**config.mk**
```make
export PLATFORM = sky130hd
export DESIGN_NAME = modular_exponentiation
export DESIGN_NICKNAME = d
export VERILOG_FILES = /design/src/hw/rtl/modexp_pkg.sv /design/src/hw/rtl/modular_exponentiation.sv /design/src/hw/rtl/modexp_mulmod.sv
export VERILOG_INCLUDE_DIRS = /design/src /design/src/hw/rtl
export SDC_FILE = /design/constraint.sdc
export NUM_CORES = 1
export LEC_CHECK = 0
export BUFFER_PORTS_ARGS = -buffer_cell sky130_fd_sc_hd__buf_2
export CAP_MARGIN = 20
export CORE_MARGIN = 4
export CORE_UTILIZATION = 45
export DETAILED_ROUTE_END_ITERATION = 10
export GPL_ROUTABILITY_DRIVEN = 0
export PLACE_DENSITY = 0.73
export SLEW_MARGIN = 20
export SYNTH_ARGS = -nofsm -noshare
export SYNTH_HDL_FRONTEND = slang
export SYNTH_SLANG_ARGS = --single-unit
```
**constraint.sdc**
```tcl
create_clock -name i_clk -period 13.45 [get_ports i_clk]
set_input_delay 3.3625 -clock i_clk [delete_from_list [all_inputs] [get_ports i_clk]]
set_output_delay 3.3625 -clock i_clk [all_outputs]
set_load 0.05 [all_outputs]
```
**src/hw/rtl/modular_exponentiation_defines.svh**
```systemverilog
// assertion macros shared by the modular exponentiation rtl
`ifndef MODULAR_EXPONENTIATION_DEFINES_SVH
`define MODULAR_EXPONENTIATION_DEFINES_SVH

`ifndef SYNTH
// property must hold at every clock edge out of reset
`define MODEXP_ASSERT(label, clk, rst_n, prop) \
    label: assert property (@(posedge clk) disable iff (!rst_n) prop) \
        else $error("modexp assertion failed");
// condition must never be true out of reset
`define MODEXP_ASSERT_NEVER(label, clk, rst_n, cond) \
    label: assert property (@(posedge clk) disable iff (!rst_n) !(cond)) \
        else $error("modexp forbidden condition seen");
`else
`define MODEXP_ASSERT(label, clk, rst_n, prop)
`define MODEXP_ASSERT_NEVER(label, clk, rst_n, cond)
`endif

`endif

```
**src/hw/rtl/modexp_pkg.sv**
```systemverilog
// package with widths, reset values and state codes of the modular exponentiation block
package modexp_pkg;

    // field widths of the stream beats
    localparam int BASE_WIDTH      = 32;
    localparam int EXP_FIELD_WIDTH = 63;
    localparam int RESULT_WIDTH    = 32;
    localparam int EXP_LSB         = BASE_WIDTH;
    localparam int S_TDATA_WIDTH   = 96;
    localparam int M_TDATA_WIDTH   = 32;

    // parameter defaults
    localparam int DEF_EXP_WIDTH = 63;
    localparam int DEF_MOD_WIDTH = 32;

    // modulus after reset
    localparam logic [31:0] RESET_MODULUS = 32'd1000000007;

    // control states, one-hot
    typedef enum logic [3:0] {
        ST_IDLE = 4'b0001,
        ST_PRE  = 4'b0010,
        ST_MUL  = 4'b0100,
        ST_DONE = 4'b1000
    } t_state;

endpackage

```
**src/hw/rtl/modular_exponentiation.sv**
```systemverilog
// modular exponentiation: base to the exponent modulo a configured modulus
//
// input stream (s_axis): one beat carries base_value and exponent; the
// block takes a beat only when it holds no item in work (tready high).
// output stream (m_axis): one beat carries result_value for each input beat.
// configuration: i_cfg_we writes i_cfg_wdata into the modulus register;
// write it only while no item is in work. a modulus of zero acts as
// 2^MOD_WIDTH. reset sets the modulus to 1000000007.
// the exponent is scanned lsb first. two bit-serial multipliers run side by
// side, each taking one multiplier bit per cycle for a modular product:
// one updates the accumulator, the other squares the running base. the base
// is first reduced by one pass of the squaring unit.
// one item is in work at a time, and the block is ready for the next beat
// in the same cycle that the result appears.
// the result sits in an output register; a stalled receiver holds it there
// while the next item is already accepted and computed.
`include "modular_exponentiation_defines.svh"

module modular_exponentiation #(
    parameter int EXP_WIDTH = modexp_pkg::DEF_EXP_WIDTH,
    parameter int MOD_WIDTH = modexp_pkg::DEF_MOD_WIDTH
) (
    input  logic                                 i_clk,
    input  logic                                 i_rst_n,
    // config write
    input  logic                                 i_cfg_we,
    input  logic [MOD_WIDTH-1:0]                 i_cfg_wdata,
    // input stream
    input  logic                                 i_s_axis_tvalid,
    output logic                                 o_s_axis_tready,
    // tdata: base_value [31:0], exponent [94:32], zero [95]
    input  logic [modexp_pkg::S_TDATA_WIDTH-1:0] i_s_axis_tdata,
    // output stream
    output logic                                 o_m_axis_tvalid,
    input  logic                                 i_m_axis_tready,
    // tdata: result_value [31:0]
    output logic [modexp_pkg::M_TDATA_WIDTH-1:0] o_m_axis_tdata
);
    import modexp_pkg::*;

    t_state                  r_state, n_state;
    logic [MOD_WIDTH-1:0]    r_modulus;
    logic [EXP_WIDTH-1:0]    r_exp, n_exp;
    logic [MOD_WIDTH-1:0]    r_acc, n_acc;
    logic                    r_out_valid, n_out_valid;
    logic [RESULT_WIDTH-1:0] r_out_data;

    logic                    w_accept;
    logic [MOD_WIDTH:0]      w_modulus;
    logic [MOD_WIDTH-1:0]    w_one;
    logic [EXP_WIDTH-1:0]    w_exp_shift;

    logic                    w_sq_start, w_acc_start;
    logic [BASE_WIDTH-1:0]   w_sq_mult, w_acc_mult;
    logic [MOD_WIDTH-1:0]    w_sq_mcand;
    logic                    w_sq_done, w_acc_done;
    logic [MOD_WIDTH-1:0]    w_sq_product, w_acc_product;

    assign o_s_axis_tready = (r_state == ST_IDLE);
    assign w_accept        = i_s_axis_tvalid && o_s_axis_tready;

    // effective modulus, zero meaning 2^MOD_WIDTH, and 1 reduced by it
    assign w_modulus   = (r_modulus == '0) ? {1'b1, {MOD_WIDTH{1'b0}}} : {1'b0, r_modulus};
    assign w_one       = (w_modulus == (MOD_WIDTH + 1)'(1)) ? '0 : MOD_WIDTH'(1);
    assign w_exp_shift = r_exp >> 1;

    // sequencer
    always_comb begin
        n_state     = r_state;
        n_exp       = r_exp;
        n_acc       = r_acc;
        n_out_valid = r_out_valid;
        w_sq_start  = 1'b0;
        w_acc_start = 1'b0;
        w_sq_mult   = 32'(w_sq_product);
        w_sq_mcand  = w_sq_product;
        w_acc_mult  = 32'(r_acc);

        if (r_out_valid && i_m_axis_tready) begin
            n_out_valid = 1'b0;
        end

        case (r_state)
            ST_IDLE: begin
                // reduce the base: base * 1 mod m
                if (w_accept) begin
                    n_exp      = EXP_WIDTH'(i_s_axis_tdata[EXP_LSB +: EXP_FIELD_WIDTH]);
                    n_acc      = MOD_WIDTH'(1);
                    w_sq_start = 1'b1;
                    w_sq_mult  = i_s_axis_tdata[BASE_WIDTH-1:0];
                    w_sq_mcand = w_one;
                    n_state    = ST_PRE;
                end
            end
            ST_PRE: begin
                if (w_sq_done) begin
                    if (r_exp == '0) begin
                        n_state = ST_DONE;
                    end else begin
                        w_sq_start  = 1'b1;
                        w_acc_start = 1'b1;
                        n_state     = ST_MUL;
                    end
                end
            end
            ST_MUL: begin
                // one exponent bit retired per product pair
                if (w_sq_done) begin
                    if (r_exp[0]) begin
                        n_acc = w_acc_product;
                    end
                    n_exp      = w_exp_shift;
                    w_acc_mult = 32'(n_acc);
                    if (w_exp_shift == '0) begin
                        n_state = ST_DONE;
                    end else begin
                        w_sq_start  = 1'b1;
                        w_acc_start = 1'b1;
                    end
                end
            end
            ST_DONE: begin
                if (!r_out_valid || i_m_axis_tready) begin
                    n_out_valid = 1'b1;
                    n_state     = ST_IDLE;
                end
            end
            default: begin
                n_state = ST_IDLE;
            end
        endcase
    end

    // control registers
    always_ff @(posedge i_clk) begin
        if (!i_rst_n) begin
            r_state     <= ST_IDLE;
            r_out_valid <= 1'b0;
            r_modulus   <= MOD_WIDTH'(RESET_MODULUS);
        end else begin
            r_state     <= n_state;
            r_out_valid <= n_out_valid;
            if (i_cfg_we) begin
                r_modulus <= i_cfg_wdata;
            end
        end
    end

    // payload registers
    always_ff @(posedge i_clk) begin
        r_exp <= n_exp;
        r_acc <= n_acc;
        if ((r_state == ST_DONE) && (!r_out_valid || i_m_axis_tready)) begin
            r_out_data <= 32'(r_acc);
        end
    end

    // squaring unit, also reduces the base at the start of an item
    modexp_mulmod #(
        .MOD_WIDTH (MOD_WIDTH)
    ) u_sq (
        .i_clk     (i_clk),
        .i_rst_n   (i_rst_n),
        .i_start   (w_sq_start),
        .i_mult    (w_sq_mult),
        .i_mcand   (w_sq_mcand),
        .i_modulus (w_modulus),
        .o_done    (w_sq_done),
        .o_product (w_sq_product)
    );

    // accumulator unit
    modexp_mulmod #(
        .MOD_WIDTH (MOD_WIDTH)
    ) u_acc (
        .i_clk     (i_clk),
        .i_rst_n   (i_rst_n),
        .i_start   (w_acc_start),
        .i_mult    (w_acc_mult),
        .i_mcand   (w_sq_product),
        .i_modulus (w_modulus),
        .o_done    (w_acc_done),
        .o_product (w_acc_product)
    );

    assign o_m_axis_tvalid = r_out_valid;
    assign o_m_axis_tdata  = r_out_data;

    `MODEXP_ASSERT_NEVER(a_idle_no_done, i_clk, i_rst_n, (r_state == ST_IDLE) && (w_sq_done || w_acc_done))
    `MODEXP_ASSERT(a_units_in_step, i_clk, i_rst_n, (r_state == ST_MUL) |-> (w_acc_done == w_sq_done))
    `MODEXP_ASSERT(a_accept_to_pre, i_clk, i_rst_n, w_accept |=> (r_state == ST_PRE))

endmodule

```
**src/hw/rtl/modexp_mulmod.sv**
```systemverilog
// bit-serial interleaved modular multiplier, one multiplier bit per cycle msb first
`include "modular_exponentiation_defines.svh"

module modexp_mulmod #(
    parameter int MOD_WIDTH = modexp_pkg::DEF_MOD_WIDTH
) (
    input  logic                              i_clk,
    input  logic                              i_rst_n,
    input  logic                              i_start,
    input  logic [modexp_pkg::BASE_WIDTH-1:0] i_mult,
    input  logic [MOD_WIDTH-1:0]              i_mcand,
    input  logic [MOD_WIDTH:0]                i_modulus,
    output logic                              o_done,
    output logic [MOD_WIDTH-1:0]              o_product
);
    import modexp_pkg::*;

    localparam int SUM_WIDTH = MOD_WIDTH + 2;
    localparam int CNT_WIDTH = $clog2(BASE_WIDTH);
    localparam logic [CNT_WIDTH-1:0] CNT_LAST = CNT_WIDTH'(BASE_WIDTH - 1);

    logic                  r_busy, n_busy;
    logic                  r_done, n_done;
    logic [CNT_WIDTH-1:0]  r_cnt;
    logic [BASE_WIDTH-1:0] r_a;
    logic [MOD_WIDTH-1:0]  r_b;
    logic [MOD_WIDTH:0]    r_m;
    logic [MOD_WIDTH-1:0]  r_r;

    logic [SUM_WIDTH-1:0]  w_sum;
    logic [SUM_WIDTH-1:0]  w_m_ext;
    logic [SUM_WIDTH-1:0]  w_red1;
    logic [SUM_WIDTH-1:0]  w_red2;

    // one step: r = 2r + bit*b, then at most two subtractions of m
    always_comb begin
        w_m_ext = SUM_WIDTH'(r_m);
        w_sum   = SUM_WIDTH'({r_r, 1'b0}) + (r_a[BASE_WIDTH-1] ? SUM_WIDTH'(r_b) : '0);
        w_red1  = (w_sum >= w_m_ext) ? (w_sum - w_m_ext) : w_sum;
        w_red2  = (w_red1 >= w_m_ext) ? (w_red1 - w_m_ext) : w_red1;
    end

    // control next state
    always_comb begin
        n_busy = r_busy;
        n_done = 1'b0;
        if (i_start) begin
            n_busy = 1'b1;
        end else if (r_busy && (r_cnt == CNT_LAST)) begin
            n_busy = 1'b0;
            n_done = 1'b1;
        end
    end

    // control registers
    always_ff @(posedge i_clk) begin
        if (!i_rst_n) begin
            r_busy <= 1'b0;
            r_done <= 1'b0;
        end else begin
            r_busy <= n_busy;
            r_done <= n_done;
        end
    end

    // operand shift register and partial remainder
    always_ff @(posedge i_clk) begin
        if (i_start) begin
            r_a   <= i_mult;
            r_b   <= i_mcand;
            r_m   <= i_modulus;
            r_r   <= '0;
            r_cnt <= '0;
        end else if (r_busy) begin
            r_a   <= {r_a[BASE_WIDTH-2:0], 1'b0};
            r_r   <= w_red2[MOD_WIDTH-1:0];
            r_cnt <= r_cnt + 1'b1;
        end
    end

    assign o_done    = r_done;
    assign o_product = r_r;

    `MODEXP_ASSERT(a_result_reduced, i_clk, i_rst_n, r_done |-> ({1'b0, r_r} < r_m))
    `MODEXP_ASSERT_NEVER(a_done_while_busy, i_clk, i_rst_n, r_done && r_busy)
    `MODEXP_ASSERT(a_last_step_done, i_clk, i_rst_n, (r_busy && !i_start && (r_cnt == CNT_LAST)) |=> r_done)

endmodule
```
## Word-level counts from Yosys, hierarchy flattened

Cells that the tools add are included.

- Word-level logic and storage cells: 109
- Output and inout bits: 34
- Flip-flop bits (word level): 435
- Input port bits: 133

- Multiplexer cells: 46
- Reductions and logical operators: 19
- $add $sub $neg: 8
- Equality and inequality tests: 12
- $lt $le $gt $ge: 4
- Bitwise gates (word level): 1

Operator list:

| cell | number |
|---|---|
| 32-bit two-way mux | 16 |
| 34-bit by 33-bit greater-or-equal comparator with 1-bit output | 4 |
| 63-bit logical NOT | 2 |
| 63-bit two-way mux | 2 |
| 63-bit one-hot mux with 2 select lines | 1 |
| 33-bit by 34-bit adder with 34-bit output | 2 |
| 34-bit two-way mux | 2 |
| 34-bit by 33-bit subtractor with 34-bit output | 2 |
| 32-bit one-hot mux with 2 select lines | 1 |
| 32-bit subtractor | 2 |
| 33-bit by 1-bit equality test with 1-bit output (second input constant) | 1 |
| 33-bit two-way mux | 1 |
| 32-bit logical NOT | 1 |
| 4-bit two-way mux | 6 |
| 4-bit one-hot mux with 4 select lines | 1 |
| 1-bit two-way mux | 14 |
| 5-bit by 1-bit adder with 5-bit output (second input constant) | 2 |
| 5-bit equality test (second input constant) | 2 |
| 2-bit nonzero test | 5 |
| 2-bit by 1-bit != test with 1-bit output (second input constant) | 3 |
| 1-bit logical AND | 5 |
| 5-bit AND reduction | 1 |
| 4-bit by 1-bit equality test with 1-bit output (second input constant) | 1 |
| 4-bit by 2-bit equality test with 1-bit output (second input constant) | 1 |
| other kinds (11) | 12 |

## Longest topological paths before layout

Gate-level depths: netlist of the first run.

- Depth in word-level cells: 6
- Depth in mapped cells: 40
- Gate-level depth less buffers: 37

## Modules after synthesis

Synthesis of the first run repeated with hierarchy kept, for this count alone.

- Cell total of the unflattened synthesis: 3,024
- Area total of the unflattened synthesis: 29,458.3 um^2

By module, submodules not included:

| module | cells an instance | seq. area each (um^2) | instances | area each (um^2) |
|---|---|---|---|---|
| modexp_mulmod (u_sq) | 1,161 | 3,693.5 | 1 | 10,934.2 |
| modexp_mulmod (u_acc) | 1,105 | 3,693.5 | 1 | 10,650.2 |
| modular_exponentiation | 758 | 4,554.4 | 1 | 7,873.8 |

## Worst setup path before layout of the first run

OpenSTA, ideal clock, no wires.

- Path kind: flip-flop to flip-flop
- Start point: register u_sq.r_a[31]
- End point: register u_sq.r_r[12], in the netlist u_sq.o_product[12]
- Path buffers: 5
- Setup slack: 5.916 ns
- Cell stages (with the launch flop): 37
- Period minus slack after synthesis: 7.534 ns
- Data required time: 13.318 ns
- Arrival time: 7.401 ns
- Library setup time: 0.132 ns
- Path through: edfxtp_1 clkbuf_1 nand2_1 fa_1 nor2b_1 o2111ai_1 a311oi_1 o21ai_0 o21ai_0 a31o_2 xor2_1 ha_1 clkbuf_1 a21o_1 a21oi_1 o21ai_0 a21o_1 a221oi_2 o21ai_0 nor3_1 buf_4 buf_4 a31oi_1 ha_1 fa_1 nor2b_1 o21ai_0 a21o_1 a21oi_1 a211oi_1 nor2_1 a22o_1 a21oi_1 o311ai_2 buf_2 mux2i_1 a21oi_1

- Cells in the longest elaborated chain, start to end: 6
- Elaborated cells between the ends (all ways): 8
- Classes of those cells: 3 x add/sub; 2 x order compare; 3 x mux

RTL lines:

| element | RTL line | text |
|---|---|---|
| start: declaration | modexp_mulmod.sv:25 | `logic [BASE_WIDTH-1:0] r_a;` |
| start signal: assignment | modexp_mulmod.sv:69 | `r_a <= i_mult;` |
| start signal: assignment | modexp_mulmod.sv:75 | `r_a <= {r_a[BASE_WIDTH-2:0], 1'b0};` |
| 32-bit two-way mux (*) | modexp_mulmod.sv:38 | `w_sum = SUM_WIDTH'({r_r, 1'b0}) + (r_a[BASE_WIDTH-1] ? SUM_WIDTH'(r_b) : '0);` |
| 33-bit by 34-bit adder with 34-bit output (*) | modexp_mulmod.sv:38 |  |
| 34-bit by 33-bit subtractor with 34-bit output / 34-bit by 33-bit greater-or-equal comparator with 1-bit output (equally long branches) | modexp_mulmod.sv:39 | `w_red1 = (w_sum >= w_m_ext) ? (w_sum - w_m_ext) : w_sum;` |
| 34-bit two-way mux (*) | modexp_mulmod.sv:39 |  |
| 32-bit subtractor / 34-bit by 33-bit greater-or-equal comparator with 1-bit output (equally long branches) | modexp_mulmod.sv:40 | `w_red2 = (w_red1 >= w_m_ext) ? (w_red1 - w_m_ext) : w_red1;` |
| 32-bit two-way mux (*) | modexp_mulmod.sv:40 |  |
| end signal: assignment | modexp_mulmod.sv:76 | `r_r <= w_red2[MOD_WIDTH-1:0];` |
| end: declaration | modexp_mulmod.sv:28 | `logic [MOD_WIDTH-1:0] r_r;` |

Every way passes the cells marked *; elsewhere a longest branch is shown, timed or not.
A chain may end at the register's enable or synchronous reset.

## Final worst setup path of the first run

- Start point: register u_sq.r_a[31]
- End point: register u_sq.r_r[18], in the netlist u_sq.o_product[18]

The elaborated chain is that of the path after synthesis.

==> results of run 1 <==
## final cells by class
class                           count  share of cell area [%]
Timing Repair Buffer              185                   3.074
Multi-Input combinational cell   2421                   49.44
Sequential cell                   435                   37.56
Antenna cell                        5                 0.03941
Clock buffer                       59                   4.008
Inverter                          127                   1.509
Clock inverter                     31                   1.036
Tap cell                          846                   3.334
## placed cells by master, fill, tap and decap left out, types with 14 or more instances in the layout
| cell type | Yosys | layout |
|---|---|---|
| sky130_fd_sc_hd__or3_1 | 15 | 15 |
| sky130_fd_sc_hd__mux2_2 | 16 | 16 |
| sky130_fd_sc_hd__nand3_1 | 35 | 35 |
| sky130_fd_sc_hd__and3_1 | 24 | 24 |
| sky130_fd_sc_hd__a31oi_1 | 63 | 63 |
| sky130_fd_sc_hd__o21a_1 | 42 | 42 |
| sky130_fd_sc_hd__clkbuf_16 | 0 | 48 |
| sky130_fd_sc_hd__xor2_1 | 54 | 54 |
| sky130_fd_sc_hd__xnor2_1 | 108 | 108 |
| sky130_fd_sc_hd__buf_4 | 3 | 20 |
| sky130_fd_sc_hd__a21oi_1 | 255 | 254 |
| sky130_fd_sc_hd__buf_2 | 13 | 165 |
| sky130_fd_sc_hd__o31ai_1 | 16 | 16 |
| sky130_fd_sc_hd__and2_1 | 106 | 106 |
| sky130_fd_sc_hd__a211oi_1 | 25 | 25 |
| sky130_fd_sc_hd__ha_1 | 198 | 198 |
| sky130_fd_sc_hd__o211ai_1 | 14 | 14 |
| sky130_fd_sc_hd__edfxtp_1 | 321 | 321 |
| sky130_fd_sc_hd__nand4_1 | 37 | 37 |
| sky130_fd_sc_hd__nand2b_1 | 29 | 29 |
| sky130_fd_sc_hd__o21ai_0 | 201 | 201 |
| sky130_fd_sc_hd__nor3_1 | 33 | 32 |
| sky130_fd_sc_hd__nor2_1 | 164 | 162 |
| sky130_fd_sc_hd__o21bai_1 | 24 | 24 |
| sky130_fd_sc_hd__nor4_1 | 32 | 32 |
| sky130_fd_sc_hd__inv_1 | 127 | 125 |
| sky130_fd_sc_hd__nand2_1 | 527 | 524 |
| sky130_fd_sc_hd__nor2b_1 | 43 | 42 |
| sky130_fd_sc_hd__a21o_1 | 109 | 109 |
| sky130_fd_sc_hd__dfxtp_1 | 114 | 112 |
| sky130_fd_sc_hd__mux2i_1 | 107 | 107 |
## routing by layer
layer	share of wire (%)	GRT usage, %
met5	0	0
met4	5.1	10.66
met3	5.9	2.843
met2	47	37.89
met1	42	29.51
## cells by family after synthesis
group | after synthesis | synth area share [%]
buffers and inverters | 286 | 3.866
flip-flops | 435 | 41.58
adder cells (fa/ha/maj) | 204 | 9.060
AND/OR/NAND/NOR | 1077 | 17.39
XOR/XNOR | 162 | 4.949
multiplexers | 124 | 4.403
AO/OA/AOI/OAI | 854 | 18.75
## flip-flops by register name (all words and copies together), names as in the netlist
name             flops
u_sq.r_busy          1
u_sq.r_m            33
r_state              4
r_exp               63
u_acc.r_b           32
u_acc.r_busy         1
o_m_axis_tvalid      1
u_sq.o_product      32
o_m_axis_tdata      32
r_modulus           32
r_acc               32
u_sq.r_cnt           5
u_acc.r_cnt          5
u_acc.o_product     32
u_sq.o_done          1
u_acc.r_m           33
u_acc.r_a           32
u_sq.r_a            32
u_sq.r_b            32
## synthesized netlist by cell type, types with 25 or more instances
library cell and count:
sky130_fd_sc_hd__dfxtp_1 114, sky130_fd_sc_hd__a21o_1 109, sky130_fd_sc_hd__nand2_1 527, sky130_fd_sc_hd__xor2_1 54, sky130_fd_sc_hd__mux2i_1 107, sky130_fd_sc_hd__and2_1 106, sky130_fd_sc_hd__inv_1 127, sky130_fd_sc_hd__o21a_1 42
sky130_fd_sc_hd__a31oi_1 63, sky130_fd_sc_hd__nor2_1 164, sky130_fd_sc_hd__a211oi_1 25, sky130_fd_sc_hd__nor4_1 32, sky130_fd_sc_hd__edfxtp_1 321, sky130_fd_sc_hd__nor3_1 33, sky130_fd_sc_hd__o21ai_0 201, sky130_fd_sc_hd__nand4_1 37
sky130_fd_sc_hd__nor2b_1 43, sky130_fd_sc_hd__nand2b_1 29, sky130_fd_sc_hd__clkbuf_1 132, sky130_fd_sc_hd__xnor2_1 108, sky130_fd_sc_hd__nand3_1 35, sky130_fd_sc_hd__ha_1 198, sky130_fd_sc_hd__a21oi_1 255
## worst reg2reg max path, delay by kind of cell (launching register included)
| family | cells | cell delay [ns] |
|---|---|---|
| compound gates | 18 | 5.35 |
| fa+ha+maj | 5 | 1.48 |
| buf+inv | 4 | 1.14 |
| flops | 1 | 0.32 |
| mux | 1 | 0.38 |
| simple gates | 7 | 1.60 |
## path summary, 6_finish.rpt
check	slack (ns)	end
max	3.06	u_sq.o_product[18]$_SDFFE_PP0P_
max reg2reg	3.06	u_sq.o_product[18]$_SDFFE_PP0P_
min reg2reg	0.48	o_m_axis_tdata[18]$_DFFE_PP_
min	0.48	o_m_axis_tdata[18]$_DFFE_PP_
## metrics by stage
stage / hold WS [ns] / instance area [µm²] / cells / setup slack, ns
4_1_cts: 0.4783 / 31740 / 4104 / 3.280
2_1_floorplan: 0.4429 / 28670 / 3142 / 5.916
5_1_grt: 0.4907 / 31750 / 4108 / 2.330
3_3_place_gp: 0.4616 / 30130 / 4014 / 3.461
3_5_place_dp: 0.4693 / 30130 / 4014 / 3.348
6_report: 0.4764 / 31750 / 4109 / 3.058
==> PnR_summary.wiki, run 1 <==
{| class="wikitable"
! Metric !! Value
|-
| Run status || finished, final reports clean
|-
| Number of antenna violations at the first check in global routing || 4
|-
| Top cells by area in the synthesized netlist || sky130_fd_sc_hd__edfxtp_1 34%, sky130_fd_sc_hd__ha_1 8.6%, sky130_fd_sc_hd__dfxtp_1 8.0%, sky130_fd_sc_hd__nand2_1 6.9%, sky130_fd_sc_hd__a21oi_1 4.5%
|-
| Cell at the root of the clock tree || sky130_fd_sc_hd__clkbuf_16
|-
| MaxCap Viol Count || 0
|-
| Total global-route track usage || 22.74%
|-
| Slowest cell on crit path || sky130_fd_sc_hd__o311ai_0
|-
| Cells on Worst Hold Path || 0
|-
| Sum of routed wire length over all layers || 80.07 mm
|-
| Type of the setup path with the least slack || flip-flop to flip-flop
|-
| Cell area after technology mapping || 0.02867 mm²
|-
| Average wire length per cell after detail routing || 19.49 µm
|-
| Largest area contributor in the netlist || sky130_fd_sc_hd__edfxtp_1
|-
| Total number of vias || 23840
|-
| Worst setup path start || u_sq.r_a[31]$_DFFE_PP_
|-
| FF+latch area || 0.01192 mm²
|-
| Detail Placement HPWL || 60.09 mm
|-
| Sequential cell area fraction in the yosys report || 41.58%
|-
| Class of the most critical hold timing path || flip-flop to flip-flop
|-
| Worst Hold Launch || r_acc[18]$_SDFFCE_PN0P_
|-
| I/O pin total || 167
|-
| Launching element type of the critical path || flip-flop
|-
| Number of global-route vias before repair || 22160
|-
| Initial drt markers || 2089
|-
| Setup skew after layout || 0.04914 ns
|-
| CTS clock-pin slew for the worst setup and hold paths || 0.06 ns
|-
| Clock sink total || 435
|-
| Dominant register cell in the synthesized netlist || sky130_fd_sc_hd__edfxtp_1
|-
| Remaining DRCs || 0
|-
| Clock latency on the worst-skew pair || 0.62 ns
|-
| Pins Over Slew Limit || 0
|-
| Nets in the synthesized netlist || 3479
|-
| Yosys synthesis warning count || 0
|-
| Count of hold buffers inserted by post-cts repair || 0
|-
| Antenna Nets Post-Route || 0
|-
| Final number of hold-violating endpoints || 0
|-
| Area share of the leading cell type in the synthesized netlist || 33.62%
|-
| Fraction of layout cells with a size suffix above 1 || 9.822%
|-
| Footprint of the multi-input gates || 0.01570 mm²
|-
| Area growth from synthesis to final layout || 10.73%
|-
| Setup Fix Bufs, Post-CTS || 0
|-
| Die Y-Extent || 260.4 µm
|-
| Number of port buffers || 165
|-
| Final setup fails || 0
|-
| Count of instances resized after the clock tree is built || 0
|-
| Count of mapped cells out of synthesis || 3142
|-
| Async SR Flop Fraction || 0%
|-
| Number of enable-type register cells in the synthesized netlist || 321
|-
| Utilization of the core after routing || 50.33%
|-
| Delay-heaviest family, CP || compound AO/OA/AOI/OAI gates
|-
| Die area || 0.06782 mm²
|-
| Time the final worst path needs with I/O delays and setup || 10.39 ns
|-
| Total buffers and inverters traversed by the critical path || 4
|-
| Unrepaired setup endpoints after global routing || false
|-
| Remaining max-slew budget at the tightest pin || 29.28%
|-
| Fill cell instance count of the final layout || 5897
|-
| Slowest cell delay on critical path || 0.80 ns
|-
| Share of the cycle needed by the critical path after routing || 77.26%
|-
| Die extent in x || 260.4 µm
|-
| R2r worst-path depth || 35
|-
| Actual slew at the worst max-slew pin || 1.061 ns
|-
| Core Area || 0.06308 mm²
|-
| CTS buffer count || 48
|-
| Initial core utilization || 45.45%
|-
| Grt ovf || 0
|-
| Kind of end point of the critical path || flip-flop
|-
| CTS tree || built
|-
| Average footprint of a synthesized cell || 9.125 µm²
|-
| Total stage count of the critical path || 35
|-
| Num rows || 92
|-
| Vias per std cell || 5.802
|-
| Total Nets Final || 3555
|-
| Maximum net fanout on the critical path || 45
|-
| Pre-Repair DR Iteration Count || 5
|-
| First-pass GRT wire length || 122.3 mm
|-
| Beginning of the worst register-to-register path || u_sq.r_a[31]$_DFFE_PP_
|-
| Synthesis-stage register bit count || 435
|-
| Arr. time, crit path || 10.81 ns
|-
| Buffer levels on the longest clock path || 3
|-
| # H-tree levels || 2
|-
| Max Clk Rate || 96.23 MHz
|-
| Required time reported for the critical path endpoint || 13.87 ns
|-
| Largest net degree at the start of global routing || 99
|-
| Number of distinct library cell variants in the gate-level netlist after synthesis || 82
|-
| Sum Neg Setup Slack || 0 ns
|}
Power of run 1 is left out: the tool's default activity adds up to more than one toggle a clock period on the data nets, which glitch-free logic cannot reach.
==> run 2: changes to the inputs <==
- clock period: 13.45 -> 10.7 ns (I/O delays scaled with it)
==> PnR_summary.wiki, run 2 (synthesis results as in run 1) <==
{| class="wikitable"
! Metric !! Value
|-
| Run status || finished, final reports clean
|-
| Max Clk Rate || 103.3 MHz
|-
| Remaining max-slew budget at the tightest pin || 32.94%
|-
| Kind of end point of the critical path || flip-flop
|-
| Buffer levels on the longest clock path || 3
|-
| Clock latency on the worst-skew pair || 0.61 ns
|-
| Share of the cycle needed by the critical path after routing || 90.47%
|-
| Num rows || 92
|-
| MaxCap Viol Count || 0
|-
| Required time reported for the critical path endpoint || 11.15 ns
|-
| Time the final worst path needs with I/O delays and setup || 9.680 ns
|-
| Biggest registers after layout || r_exp (63), u_acc.r_m (33), u_sq.r_m (33)
|-
| First-pass GRT wire length || 120.5 mm
|-
| Flop2flop setup slack || 1.02 ns
|-
| Pre-Repair DR Iteration Count || 5
|-
| Class of the most critical hold timing path || flip-flop to flip-flop
|-
| Sum of routed wire length over all layers || 79.03 mm
|-
| Total buffers and inverters traversed by the critical path || 2
|-
| Clock sink total || 435
|-
| Area growth from synthesis to final layout || 11.44%
|-
| Die Y-Extent || 260.4 µm
|-
| Initial core utilization || 45.45%
|-
| Flip-flop count of the largest register after layout || 63
|-
| Initial drt markers || 2073
|-
| Number of global-route vias before repair || 22120
|-
| CTS buffer count || 48
|-
| Worst slack at placement || 1.282 ns
|-
| Register name with the most flops || r_exp
|-
| Average wire length per cell after detail routing || 19.20 µm
|-
| Most common library cell in the layout ignoring fill and taps || sky130_fd_sc_hd__nand2_1
|-
| Maximum net fanout on the critical path || 21
|-
| Delay-heaviest family, CP || compound AO/OA/AOI/OAI gates
|-
| Slowest cell on crit path || sky130_fd_sc_hd__edfxtp_1
|-
| Arr. time, crit path || 10.13 ns
|-
| Sum Neg Setup Slack || 0 ns
|-
| # H-tree levels || 2
|-
| Antenna Nets Post-Route || 0
|-
| Unrepaired setup endpoints after global routing || false
|-
| Count of instances resized after the clock tree is built || 0
|-
| CTS tree || built
|-
| Total number of vias || 23480
|-
| Number of port buffers || 165
|-
| Pins Over Slew Limit || 0
|-
| Remaining DRCs || 0
|-
| Cell area after placement || 0.03020 mm²
|-
| Fill cell instance count of the final layout || 5889
|-
| Grt ovf || 0
|-
| Total global-route track usage || 22.47%
|-
| Type of the setup path with the least slack || flip-flop to flip-flop
|-
| Setup Fix Bufs, Post-CTS || 0
|-
| Die extent in x || 260.4 µm
|-
| Total non-filler cell area in the finished layout || 0.03195 mm²
|-
| Final number of hold-violating endpoints || 0
|-
| Vias per std cell || 5.703
|-
| Count of hold buffers inserted by post-cts repair || 0
|-
| Most used cells in the layout excluding fill and tap cells || 524 x sky130_fd_sc_hd__nand2_1, 321 x sky130_fd_sc_hd__edfxtp_1, 254 x sky130_fd_sc_hd__a21oi_1
|-
| Actual slew at the worst max-slew pin || 1.006 ns
|-
| Slowest cell delay on critical path || 0.62 ns
|-
| Core Area || 0.06308 mm²
|-
| Final setup fails || 0
|-
| Die area || 0.06782 mm²
|-
| Launching element type of the critical path || flip-flop
|-
| # placed instances || 4020
|-
| Least setup slack across all paths after layout || 1.020 ns
|-
| CTS clock-pin slew for the worst setup and hold paths || 0.06 ns
|-
| Total Nets Final || 3561
|-
| Fraction of layout cells with a size suffix above 1 || 10.11%
|-
| Setup skew after layout || 0.03986 ns
|-
| Most frequent cell on the critical path || sky130_fd_sc_hd__a21oi_1
|-
| I/O pin total || 167
|-
| Largest net degree at the start of global routing || 98
|-
| Number of antenna violations at the first check in global routing || 6
|-
| Detail Placement HPWL || 59.95 mm
|-
| Non-filler instance count after layout || 4116
|-
| Cell at the root of the clock tree || sky130_fd_sc_hd__clkbuf_16
|}
==> run 2: cell count changes in the layout (fill, tap and decap cells not counted), sizes merged <==
cell,delta
clkinv,-4
clkinvlp,-1
clkbuf,+2
diode,+1
bufinv,+6
inv,-3
buf,+6
==> run 2: metrics by stage <==
stage | hold slack (ns) | utilization, %
2_1_floorplan | 0.4429 | -
4_1_cts | 0.4792 | 50.63
6_report | 0.4774 | 50.65
3_5_place_dp | 0.4650 | 47.88
3_3_place_gp | 0.4609 | 47.88
5_1_grt | 0.4958 | 50.65
==> run 2: worst paths after layout <==
kind                                           end  depth (start not counted)                    start
setup / recovery  u_acc.o_product[22]$_SDFFE_PP0P_                         34  u_acc.r_a[31]$_DFFE_PP_
hold / removal         o_m_axis_tdata[7]$_DFFE_PP_                          0   r_acc[7]$_SDFFCE_PN0P_
setup reg to reg  u_acc.o_product[22]$_SDFFE_PP0P_                         34  u_acc.r_a[31]$_DFFE_PP_
hold reg to reg        o_m_axis_tdata[7]$_DFFE_PP_                          0   r_acc[7]$_SDFFCE_PN0P_
==> run 2: routing by layer <==
metal	wire length [µm]	part of all wire [%]	GRT usage [%]	vias to the layer above
li1	-	-	-	11530
met1	32120	41	28.01	10950
met2	37530	47	37.63	786
met3	5259	6.7	4.047	209
met4	4119	5.2	11.05	0
met5	0	0	0	-
==> run 2: final cells by class <==
class / count / area (µm²) / share of cell area [%]
Multi-Input combinational cell: 2421 / 15700 / 49.13
Sequential cell: 435 / 11920 / 37.32
Clock buffer: 61 / 1311 / 4.104
Tap cell: 846 / 1059 / 3.313
Timing Repair Buffer: 191 / 1046 / 3.274
Inverter: 127 / 479.2 / 1.500
Clock inverter: 29 / 420.4 / 1.316
Antenna cell: 6 / 15.01 / 0.04699
Power of run 2 is left out for the same reason.
==> run 3: changes to the inputs <==
- CELL_PAD_IN_SITES_DETAIL_PLACEMENT: default -> 1
- CELL_PAD_IN_SITES_GLOBAL_PLACEMENT: default -> 1
- PLACE_DENSITY: 0.73 -> 0.87
==> PnR_summary.wiki, run 3 (synthesis results as in run 1) <==
{| class="wikitable"
! Metric !! Value
|-
| Run status || finished, final reports clean
|-
| Die area || 0.06782 mm²
|-
| Remaining DRCs || 0
|-
| Clock sink total || 435
|-
| Global routing met1 resource utilization || 33.71%
|-
| Number of antenna violations at the first check in global routing || 6
|-
| Detail Placement HPWL || 69.87 mm
|-
| Sum Neg Setup Slack || 0 ns
|-
| Slowest cell delay on critical path || 0.65 ns
|-
| Buffer levels on the longest clock path || 3
|-
| Total number of vias || 24820
|-
| Clock latency on the worst-skew pair || 0.61 ns
|-
| Share of the cycle needed by the critical path after routing || 94.78%
|-
| Pre-Repair DR Iteration Count || 5
|-
| # H-tree levels || 2
|-
| GR met3 Demand/Resource || 3.037%
|-
| Initial drt markers || 1982
|-
| CTS tree || built
|-
| Initial core utilization || 45.45%
|-
| Cell at the root of the clock tree || sky130_fd_sc_hd__clkbuf_16
|-
| Max Clk Rate || 98.61 MHz
|-
| Vias per std cell || 6.023
|-
| Fraction of layout cells with a size suffix above 1 || 10.25%
|-
| Kind of end point of the critical path || flip-flop
|-
| Maximum net fanout on the critical path || 32
|-
| Cells on Worst Hold Path || 0
|-
| Gr busiest metal || met2
|-
| Fill cell instance count of the final layout || 7415
|-
| Register name with the most flops || r_exp
|-
| CTS clock-pin slew for the worst setup and hold paths || 0.06 ns
|-
| Worst Hold Launch || r_acc[26]$_SDFFCE_PN0P_
|-
| Biggest registers after layout || r_exp (63), u_acc.r_m (33), u_sq.r_m (33)
|-
| Final number of hold-violating endpoints || 0
|-
| Class of the most critical hold timing path || flip-flop to flip-flop
|-
| Setup skew after layout || 0.04125 ns
|-
| Number of global-route vias before repair || 25410
|-
| Number of port buffers || 165
|-
| Die extent in x || 260.4 µm
|-
| Met2 track demand over resource || 46.68%
|-
| Num rows || 92
|-
| Pins Over Slew Limit || 0
|-
| Count of hold buffers inserted by post-cts repair || 0
|-
| Total Nets Final || 3565
|-
| Remaining max-slew budget at the tightest pin || 31.62%
|-
| Unrepaired setup endpoints after global routing || false
|-
| R2r worst-path depth || 35
|-
| Flip-flop count of the largest register after layout || 63
|-
| Largest net degree at the start of global routing || 86
|-
| Type of the setup path with the least slack || flip-flop to flip-flop
|-
| Most common library cell in the layout ignoring fill and taps || sky130_fd_sc_hd__nand2_1
|-
| Required time reported for the critical path endpoint || 11.23 ns
|-
| Arr. time, crit path || 10.68 ns
|-
| Average wire length per cell after detail routing || 23.10 µm
|-
| Area growth from synthesis to final layout || 11.10%
|-
| First-pass GRT wire length || 143.8 mm
|-
| Core Area || 0.06308 mm²
|-
| Die Y-Extent || 260.4 µm
|-
| Sum of routed wire length over all layers || 95.16 mm
|-
| Beginning of the worst register-to-register path || u_sq.r_a[31]$_DFFE_PP_
|-
| Launching element type of the critical path || flip-flop
|-
| Setup Fix Bufs, Post-CTS || 0
|-
| Most frequent cell on the critical path || sky130_fd_sc_hd__o21ai_0
|-
| MaxCap Viol Count || 0
|-
| Grt ovf || 0
|-
| Final setup fails || 0
|-
| Reg2reg end || u_sq.o_product[0]$_SDFFE_PP0P_
|-
| Flop2flop setup slack || 0.56 ns
|-
| Actual slew at the worst max-slew pin || 1.026 ns
|-
| Most used cells in the layout excluding fill and tap cells || 523 x sky130_fd_sc_hd__nand2_1, 321 x sky130_fd_sc_hd__edfxtp_1, 254 x sky130_fd_sc_hd__a21oi_1
|-
| Time the final worst path needs with I/O delays and setup || 10.14 ns
|-
| Total global-route track usage || 26.89%
|-
| Count of instances resized after the clock tree is built || 0
|-
| CTS buffer count || 49
|-
| I/O pin total || 167
|-
| Slowest cell on crit path || sky130_fd_sc_hd__a311oi_1
|-
| Antenna Nets Post-Route || 0
|-
| Endpoint with the worst hold slack || o_m_axis_tdata[26]$_DFFE_PP_
|}
-- run 3: cell types whose count changed in the layout (fill, tap and decap cells not counted), moves of 2 or more --
| cell | change |
|---|---|
| sky130_fd_sc_hd__clkinv_1 | -3 |
| sky130_fd_sc_hd__buf_12 | -2 |
| sky130_fd_sc_hd__clkbuf_1 | +4 |
| sky130_fd_sc_hd__clkbuf_16 | +2 |
| sky130_fd_sc_hd__bufinv_16 | -6 |
| sky130_fd_sc_hd__buf_4 | +5 |
| sky130_fd_sc_hd__clkinv_2 | +7 |
-- run 3: final cells by class --
class | count | area [µm²] | area share [%]
Inverter | 127 | 479.2 | 1.504
Multi-Input combinational cell | 2421 | 15710 | 49.31
Antenna cell | 5 | 12.51 | 0.03928
Clock buffer | 67 | 1376 | 4.321
Sequential cell | 435 | 11920 | 37.43
Timing Repair Buffer | 194 | 1044 | 3.276
Clock inverter | 25 | 252.7 | 0.7935
Tap cell | 846 | 1059 | 3.323
-- run 3: worst max-delay path, delay by kind of cell, from the launching register on --
family | cells | cell delay, ns
compound gates | 20 | 5.52
fa+ha+maj | 4 | 1.38
buf+inv | 3 | 1.00
simple gates | 6 | 0.89
xor+xnor | 1 | 0.47
flops | 1 | 0.37
mux | 1 | 0.35
-- run 3: layer usage --
layer | wire, µm | up-vias
met5 | 0 | -
met4 | 5058 | 0
met3 | 4738 | 263
met2 | 46690 | 804
met1 | 38670 | 12240
li1 | - | 11510
-- run 3: metrics by stage --
stage                     hold WS [ns]  util [%]  instance area (µm²)  instances  setup WS, ns
after floorplan                 0.4429         -                28670       3142         3.166
after global placement          0.4692     47.89                30210       4023         1.203
after detailed placement        0.4727     47.89                30210       4023        0.9161
after CTS                       0.4870     50.48                31840       4115        0.7730
after global routing            0.4976     50.50                31850       4120       0.02628
final                           0.4810     50.50                31850       4120        0.5590
-- run 3: worst max path at each step --
| stage | from | end | cells after the start |
|---|---|---|---|
| after CTS | u_sq.r_a[31]$_DFFE_PP_ | u_sq.o_product[14]$_SDFFE_PP0P_ | 35 |
| after detailed placement | u_sq.r_a[31]$_DFFE_PP_ | u_sq.o_product[14]$_SDFFE_PP0P_ | 35 |
| after global routing | u_sq.r_a[31]$_DFFE_PP_ | u_sq.o_product[14]$_SDFFE_PP0P_ | 35 |
| after global placement | u_acc.r_a[31]$_DFFE_PP_ | u_acc.o_product[9]$_SDFFE_PP0P_ | 35 |
| final | u_sq.r_a[31]$_DFFE_PP_ | u_sq.o_product[0]$_SDFFE_PP0P_ | 35 |
| after floorplan | u_sq.r_a[31]$_DFFE_PP_ | u_sq.o_product[12]$_SDFFE_PP0P_ | 36 |
Power of run 3 is left out for the same reason.
